`config.mk`:
```
export PLATFORM = sky130hd
export DESIGN_NAME = agd_ghash_mul
export DESIGN_NICKNAME = d
export VERILOG_FILES = /design/src/sv/agd_pkg.sv /design/src/sv/agd_ghash_mul.sv
export VERILOG_INCLUDE_DIRS = /design/src /design/src/sv
export SDC_FILE = /design/constraint.sdc
export NUM_CORES = 1
export LEC_CHECK = 0
export ABC_AREA = 1
export BUFFER_PORTS_ARGS = -buffer_cell sky130_fd_sc_hd__buf_2
export CORE_UTILIZATION = 36
export CTS_BUF_LIST = sky130_fd_sc_hd__clkbuf_16
export CTS_CLUSTER_SIZE = 20
export DETAILED_ROUTE_END_ITERATION = 10
export SLEW_MARGIN = 20
export SYNTH_ARGS = -nofsm -noshare
export SYNTH_HDL_FRONTEND = slang
export SYNTH_SLANG_ARGS = --single-unit
```
`constraint.sdc`:
```
create_clock -name clock -period 1.5 [get_ports clock]
set_input_delay 0.45 -clock clock [delete_from_list [all_inputs] [get_ports clock]]
set_output_delay 0.45 -clock clock [all_outputs]
set_load 0.02 [all_outputs]
```
`src/sv/aes128_gcm_decrypt_unit_defines.svh`:
```
// assertion macros shared by the aes128 gcm decrypt unit rtl
// no dependencies; included by the files that carry assertions
`ifndef AES128_GCM_DECRYPT_UNIT_DEFINES_SVH
`define AES128_GCM_DECRYPT_UNIT_DEFINES_SVH

// antecedent implies consequent in the same cycle
`define AGD_ASSERT_SAME(label, clk, rst, ante, cons) \
   label: assert property (@(posedge clk) disable iff (rst) (ante) |-> (cons)) \
      else $error("assertion failed");

// antecedent implies consequent in the next cycle
`define AGD_ASSERT_NEXT(label, clk, rst, ante, cons) \
   label: assert property (@(posedge clk) disable iff (rst) (ante) |=> (cons)) \
      else $error("assertion failed");

`endif

```
`src/sv/agd_pkg.sv`:
```
// shared types, constants and functions of the aes128 gcm decrypt unit
// no dependencies
package agd_pkg;

   typedef enum logic [1:0] {
      CMD_START  = 2'd0,
      CMD_DATA   = 2'd1,
      CMD_FINISH = 2'd2,
      CMD_NONE   = 2'd3
   } cmd_type;

   typedef enum logic [1:0] {
      CSR_KEY_HIGH   = 2'd0,
      CSR_KEY_LOW    = 2'd1,
      CSR_NONCE_HIGH = 2'd2,
      CSR_NONCE_LOW  = 2'd3
   } csr_index_type;

   typedef struct packed {
      logic expand;
      logic encrypt;
   } aes_ctl_type;

   localparam int TAG_LENGTH_DEF = 16;

   localparam logic [7:0] SBOX [256] = '{
      8'h63,8'h7c,8'h77,8'h7b,8'hf2,8'h6b,8'h6f,8'hc5,8'h30,8'h01,8'h67,8'h2b,8'hfe,8'hd7,8'hab,8'h76,
      8'hca,8'h82,8'hc9,8'h7d,8'hfa,8'h59,8'h47,8'hf0,8'had,8'hd4,8'ha2,8'haf,8'h9c,8'ha4,8'h72,8'hc0,
      8'hb7,8'hfd,8'h93,8'h26,8'h36,8'h3f,8'hf7,8'hcc,8'h34,8'ha5,8'he5,8'hf1,8'h71,8'hd8,8'h31,8'h15,
      8'h04,8'hc7,8'h23,8'hc3,8'h18,8'h96,8'h05,8'h9a,8'h07,8'h12,8'h80,8'he2,8'heb,8'h27,8'hb2,8'h75,
      8'h09,8'h83,8'h2c,8'h1a,8'h1b,8'h6e,8'h5a,8'ha0,8'h52,8'h3b,8'hd6,8'hb3,8'h29,8'he3,8'h2f,8'h84,
      8'h53,8'hd1,8'h00,8'hed,8'h20,8'hfc,8'hb1,8'h5b,8'h6a,8'hcb,8'hbe,8'h39,8'h4a,8'h4c,8'h58,8'hcf,
      8'hd0,8'hef,8'haa,8'hfb,8'h43,8'h4d,8'h33,8'h85,8'h45,8'hf9,8'h02,8'h7f,8'h50,8'h3c,8'h9f,8'ha8,
      8'h51,8'ha3,8'h40,8'h8f,8'h92,8'h9d,8'h38,8'hf5,8'hbc,8'hb6,8'hda,8'h21,8'h10,8'hff,8'hf3,8'hd2,
      8'hcd,8'h0c,8'h13,8'hec,8'h5f,8'h97,8'h44,8'h17,8'hc4,8'ha7,8'h7e,8'h3d,8'h64,8'h5d,8'h19,8'h73,
      8'h60,8'h81,8'h4f,8'hdc,8'h22,8'h2a,8'h90,8'h88,8'h46,8'hee,8'hb8,8'h14,8'hde,8'h5e,8'h0b,8'hdb,
      8'he0,8'h32,8'h3a,8'h0a,8'h49,8'h06,8'h24,8'h5c,8'hc2,8'hd3,8'hac,8'h62,8'h91,8'h95,8'he4,8'h79,
      8'he7,8'hc8,8'h37,8'h6d,8'h8d,8'hd5,8'h4e,8'ha9,8'h6c,8'h56,8'hf4,8'hea,8'h65,8'h7a,8'hae,8'h08,
      8'hba,8'h78,8'h25,8'h2e,8'h1c,8'ha6,8'hb4,8'hc6,8'he8,8'hdd,8'h74,8'h1f,8'h4b,8'hbd,8'h8b,8'h8a,
      8'h70,8'h3e,8'hb5,8'h66,8'h48,8'h03,8'hf6,8'h0e,8'h61,8'h35,8'h57,8'hb9,8'h86,8'hc1,8'h1d,8'h9e,
      8'he1,8'hf8,8'h98,8'h11,8'h69,8'hd9,8'h8e,8'h94,8'h9b,8'h1e,8'h87,8'he9,8'hce,8'h55,8'h28,8'hdf,
      8'h8c,8'ha1,8'h89,8'h0d,8'hbf,8'he6,8'h42,8'h68,8'h41,8'h99,8'h2d,8'h0f,8'hb0,8'h54,8'hbb,8'h16
   };

   localparam logic [7:0] RCON [11] = '{
      8'h8d,8'h01,8'h02,8'h04,8'h08,8'h10,8'h20,8'h40,8'h80,8'h1b,8'h36
   };

   // ghash reduction constant, placed in the top byte
   localparam logic [7:0] GF_POLY = 8'he1;

   // mask with the leading n bytes set, byte 0 in the top bits
   function automatic logic [127:0] lead_mask(input logic [4:0] n);
      logic [127:0] m;
      m = '0;
      for (int i = 0; i < 16; i++) begin
         m[127 - 8*i -: 8] = (i < int'(n)) ? 8'hff : 8'h00;
      end
      return m;
   endfunction

endpackage

```
`src/sv/agd_ghash_mul.sv`:
```
// gf(2^128) multiplier in gcm bit order, eight bits of x per cycle
// depends on agd_pkg and the assertion macro header
`include "aes128_gcm_decrypt_unit_defines.svh"
module agd_ghash_mul (
   input  logic         clock,
   input  logic         reset,
   input  logic         go,
   input  logic [127:0] x_in,
   input  logic [127:0] h_in,
   output logic         done,
   output logic [127:0] product
);
   import agd_pkg::*;

   logic [127:0] x_ff, x_in_nx;
   logic [127:0] v_ff, v_in;
   logic [127:0] z_ff, z_in;
   logic [3:0]   cnt_ff, cnt_in;
   logic         busy_ff, busy_in;
   logic         done_ff, done_in;

   // one byte of x per cycle against the shifting copy of h
   always_comb begin
      logic [127:0] z, v;
      logic         lsb;
      z = z_ff;
      v = v_ff;
      for (int j = 0; j < 8; j++) begin
         if (x_ff[127 - j]) z = z ^ v;
         lsb = v[0];
         v = v >> 1;
         if (lsb) v[127:120] = v[127:120] ^ GF_POLY;
      end
      x_in_nx = x_ff << 8;
      v_in    = v;
      z_in    = z;
      cnt_in  = cnt_ff + 4'd1;
      busy_in = busy_ff && (cnt_ff != 4'd15);
      done_in = busy_ff && (cnt_ff == 4'd15);
      if (go) begin
         x_in_nx = x_in;
         v_in    = h_in;
         z_in    = '0;
         cnt_in  = '0;
         busy_in = 1'b1;
      end
   end

   always_ff @(posedge clock) begin
      if (reset) begin
         busy_ff <= 1'b0;
         done_ff <= 1'b0;
         cnt_ff  <= '0;
      end else begin
         busy_ff <= busy_in;
         done_ff <= done_in;
         cnt_ff  <= cnt_in;
      end
      x_ff <= x_in_nx;
      v_ff <= v_in;
      z_ff <= z_in;
   end

   assign done    = done_ff;
   assign product = z_ff;

   `AGD_ASSERT_NEXT(gh_go_idle, clock, reset, go, busy_ff && !done_ff)
   `AGD_ASSERT_SAME(gh_done_count, clock, reset, done_ff, !busy_ff && cnt_ff == 4'd0)
   `AGD_ASSERT_SAME(gh_no_restart, clock, reset, go, !busy_ff)
endmodule

```
# After elaboration in Yosys (flattened, before gate mapping)

Cells that the tools add are included.

Latch bits: 0
Memories: 0
Register bits after elaboration: 390
Word-level logic and storage cells: 48
Output and inout bits: 129
Memory bits (writable): 0
Memory bits (read-only): 0

Equality and inequality tests: 2
Muxes and demuxes: 19
Div/mod/pow operators: 0
$lt $le $gt $ge: 0
Reductions and logical operators: 3
Bitwise operators: 16
Shifts and indexed selects: 0
$add $sub $neg: 1
Multipliers: 0

Operators by type and width:

| kind                                         | count |
|---|---|
| 2-to-1 mux 128 bit                           | 10 |
| bitwise XOR 128 bit                          | 8 |
| 2-to-1 mux 8 bit                             | 8 |
| NOT 3 -> 4 bit                               | 8 |
| adder 4 x 1 -> 4 bit (second input constant) | 1 |
| equality test 4 bit (second input constant)  | 1 |
| != test 4 bit (second input constant)        | 1 |
| logical AND 1 bit                            | 2 |
| OR reduction 2 bit                           | 1 |
| 2-to-1 mux 1 bit                             | 1 |

# Logic depth before layout (Yosys ltp)

Depth after elaboration: 17
Depth in mapped cells: 16
Gate-level depth less buffers: 15

# Least setup slack after synthesis

No wires, ideal clock.

Path kind: reg2reg
Start: register v_ff[1]
End: register z_ff[120] (netlist: product[120])
Buffers on the path: 1
Cell stages (with the launch flop): 11
Period minus slack after synthesis: 1.561 ns
Required time: 1.385 ns
Data arrival time: 1.446 ns
Path slack: -0.061 ns
Cells stage by stage: dfxtp_1 buf_2 or2_2 nand2_1 nor2_1 xor2_1 nand2_1 nand2_1 nand3_1 a21oi_1 nor2_1

Word-level cells in the longest chain between the ends: 13
Elaborated cells on any way between the ends: 19
Those cells by class: 12 x mux; 7 x bitwise

Ends and longest elaborated chain:

| item                     | RTL line            | source |
|---|---|---|
| start: declaration       | agd_ghash_mul.sv:16 | `logic [127:0] v_ff, v_in;` |
| start signal: assignment | agd_ghash_mul.sv:60 | `v_ff <= v_in;` |
| 2-to-1 mux 8 bit *       | agd_ghash_mul.sv:32 | `if (lsb) v[127:120] = v[127:120] ^ GF_POLY;` |
| bitwise XOR 128 bit      | agd_ghash_mul.sv:29 | `if (x_ff[127 - j]) z = z ^ v;` |
| 2-to-1 mux 128 bit       | agd_ghash_mul.sv:29 |  |
| bitwise XOR 128 bit      | agd_ghash_mul.sv:29 |  |
| 2-to-1 mux 128 bit       | agd_ghash_mul.sv:29 |  |
| bitwise XOR 128 bit      | agd_ghash_mul.sv:29 |  |
| 2-to-1 mux 128 bit       | agd_ghash_mul.sv:29 |  |
| bitwise XOR 128 bit      | agd_ghash_mul.sv:29 |  |
| 2-to-1 mux 128 bit       | agd_ghash_mul.sv:29 |  |
| bitwise XOR 128 bit      | agd_ghash_mul.sv:29 |  |
| 2-to-1 mux 128 bit       | agd_ghash_mul.sv:29 |  |
| bitwise XOR 128 bit      | agd_ghash_mul.sv:29 |  |
| 2-to-1 mux 128 bit *     | agd_ghash_mul.sv:29 |  |
| end signal: assignment   | agd_ghash_mul.sv:61 | `z_ff <= z_in;` |
| end: declaration         | agd_ghash_mul.sv:17 | `logic [127:0] z_ff, z_in;` |

Every way passes the cells marked *; elsewhere a longest branch is shown, timed or not.
A chain may end at the register's enable or synchronous reset.

# Worst setup path in the final report

Start: register x_ff[124]
End: register z_ff[72] (netlist: product[72])

Word-level cells in the longest chain between the ends: 9

Ends and longest elaborated chain:

| item                     | RTL line            | source |
|---|---|---|
| start: declaration       | agd_ghash_mul.sv:15 | `logic [127:0] x_ff, x_in_nx;` |
| start signal: assignment | agd_ghash_mul.sv:59 | `x_ff <= x_in_nx;` |
| 2-to-1 mux 128 bit *     | agd_ghash_mul.sv:29 |  |
| bitwise XOR 128 bit      | agd_ghash_mul.sv:29 |  |
| 2-to-1 mux 128 bit *     | agd_ghash_mul.sv:29 |  |
| bitwise XOR 128 bit      | agd_ghash_mul.sv:29 |  |
| 2-to-1 mux 128 bit *     | agd_ghash_mul.sv:29 |  |
| bitwise XOR 128 bit      | agd_ghash_mul.sv:29 |  |
| 2-to-1 mux 128 bit *     | agd_ghash_mul.sv:29 |  |
| bitwise XOR 128 bit      | agd_ghash_mul.sv:29 |  |
| 2-to-1 mux 128 bit *     | agd_ghash_mul.sv:29 |  |

Marked as above.

==> run metrics <==
CTS tree yes; CTS root buffer clkbuf_16; critical path's top delay family XOR/XNOR gates; Hold Path Stages 3; Die Wd 271 um; WL/cell 16.5 um; Clock power frac 0.210; Bufs on Longest Clock Path 3; FF+latch area 8090 um^2; final setup vio count 238; Crit. End Element register; Multi-input gate area 18,800 um^2; R2R depth 9; CP Max Fanout 8; DR vias/cell 4.76; most frequent cells in the layout 1,689 x nand2_1, 443 x buf_4, 422 x xnor2_1; Seq pwr share 0.272; CP max-delay cell dfxtp_4; routed via count 26,900; status complete, but fails checks; vias in the first global route 25,200; CP Cell Sequence buf_12, buf_12, buf_12, nand2_4, xor2_2, xnor2_1, xor2_1, a21oi_1, o21a_1; Die Area 73,600 um^2; Nets 4,923; Power Internal 35.3 mW; Reg clk slew, reported paths 60 ps; hold_ws 37.6 ps; ys async rst share 0; drt total wl 93.2 mm; CTS HTree Levels 2; total grt overflow 0; number of fill cells 6,453; area delta synth->final 51.9%; fraction of layout cells with a size suffix above 1 0.337; largest net degree at the start of global routing 116; Worst setup SP type register; Cells after Synth 3,885; IO buf count 387; Most used DFF post-synth dfxtp_1; final core occ 0.554; worst hold path type primary input to register; final max-slew violation count 0; DR DRC count 0; Sw Pwr 21.3 mW; Max Cap Violations 0; RSZ-0062 raised after global routing yes; leading cell type in the layout, fill and taps excluded nand2_1; global-route wire length before repair 135 mm; GP Congestion 0.862; Initial Utilization 0.365; die height 271 um; Synth Register Bits 390; RR Endpoint product[72]; 1st-iter DRT viols 1,731; antenna-violating nets left 0; Slew Limit Headroom 0.573; maximum VDD drop 0.00104 V; failing checks negative setup slack; PD cells 1430 nW/um^2; Mapped Avg Cell Area 6.72 um^2; syn_nets 4,145; CTS sink count 390; All-Layer GR Usage 0.227; Leak 18.6 nW; first-pass iteration count of the detailed router 7; Ys Warns 0; core area 71,600 um^2; Crit Reg-Reg Startpoint x_ff[124]; min setup slack post-route -343 ps; Max Clock Skew 28.3 ps; EDFF count, synth 0; Tcrit/Tclk final 1.23; antenna violations before repair 4; most used cell, CP buf_12; TritonCTS Buffers 50; Crit Path Class register to register; worst path bufs/invs 3; Clk Latency, worst-skew pair 610 ps; sequential area share after synthesis 0.299; Tmin final 1840 ps; max incr delay on CP 400 ps; worst path required time 1980 ps; sw frac 0.376; final HPWL from detailed placement 60.9 mm; R2R Setup Slk -340 ps; num rows 98; Min-Delay Startpoint x_in[34]; final hold viol count 0; Yosys cell types 31; fmax 542 MHz; WP data arrival 2320 ps; CP Depth 9; WHS Endpoint x_ff[34]; combinational power share 0.518; mapped cell area 26,100 um^2; I/O pins 388; Worst Tran Pin Value 640 ps
## power groups by stage
stage	Sequential, mW	Combinational [mW]	Clock, mW
after global placement	15.0	21.3	0
final	15.4	29.3	11.9
after CTS	15.2	25.0	12.2
after detailed placement	14.9	21.6	0
after floorplan	15.7	13.7	0
after global routing	15.6	31.5	12.6
## worst max path at each step
stage / from / slack (ps) / end
floorplan: x_ff[124] / -20 / product[64]
global placement: v_ff[0] / -290 / product[123]
detailed placement: v_ff[0] / -300 / product[122]
CTS: x_ff[121] / -240 / product[122]
global route: x_ff[124] / -430 / product[72]
finish: x_ff[124] / -340 / product[72]
## state kept, by name, summed over array words and instances, names as in the netlist
signal and count:
cnt_ff 4, done 1, x_ff 128, product 128, busy_ff 1, v_ff 128
## layout make-up
class,instances,area share
Clock inverter,41,0.00864
Tap cell,950,0.0300
Clock buffer,50,0.0315
Sequential cell,390,0.204
Multi-Input combinational cell,3121,0.475
Inverter,70,0.00713
Timing Repair Buffer,1030,0.244
Antenna cell,2,0.000126
## worst reg2reg max path, delay by kind of cell (launching register included)
family | cells | cell delay [ps]
buffers and inverters | 3 | 440
AOI/OAI and AO/OA | 2 | 250
DFF | 1 | 400
xor gates and xnor gates | 3 | 580
and+or+nand+nor | 1 | 60
## kinds of logic (layout without fill, tap and decap cells)
group,count (synthesis),in the layout,share of synthesized area
AO/OA/AOI/OAI,245,245,0.0547
XOR/XNOR,871,871,0.292
adder cells (fa/ha/maj),1,1,0.000479
AND/OR/NAND/NOR,2004,2004,0.292
flip-flops,390,390,0.299
other,0,2,0
buffers and inverters,374,1191,0.0615
## cell usage after synthesis, drive strengths merged (2+ instances only)
library cell	count	area share
a21oi	132	0.025
buf	154	0.030
clkbuf	150	0.022
dfxtp	390	0.30
inv	69	0.0099
nand2	1840	0.26
nand3	69	0.013
nand3b	3	0.00086
nor2	86	0.012
o211ai	2	0.00057
o21a	76	0.022
o21ai	31	0.0059
o22ai	3	0.00072
or2	2	0.00048
xnor2	572	0.19
xor2	299	0.10
## repair_timing
| item | 4_1_cts | 5_1_grt |
|---|---|---|
| hold buffers | 28 | 0 |
| cloned | 4 | 17 |
| endpoints found under the hold margin | 28 | 0 |
| endpoints found under the setup margin | 259 | 259 |
| buffers inserted | 86 | 113 |
| pin swaps | 121 | 315 |
| resized for setup | 426 | 495 |
## stage by stage
stage | cell area (um^2) | TNS [ps] | power, mW | setup slack, ps | std cells
floorplan | 26200 | -1770 | 29.4 | -23.4 | 3885
global placement | 32300 | -16310 | 36.2 | -285 | 5315
detailed placement | 32300 | -19390 | 36.5 | -300 | 5315
CTS | 36100 | -31980 | 52.4 | -239 | 5523
global route | 39700 | -46600 | 59.7 | -433 | 5652
finish | 39700 | -30790 | 56.7 | -343 | 5654
## per-layer routing
layer	share of wire	global-route usage	up-vias
met3	0.063	0.0402	206
met5	0.00019	0	-
met4	0.040	0.0797	4
li1	-	-	13300
met2	0.48	0.388	888
met1	0.41	0.285	12600
Power figures use the tool's default switching activity.
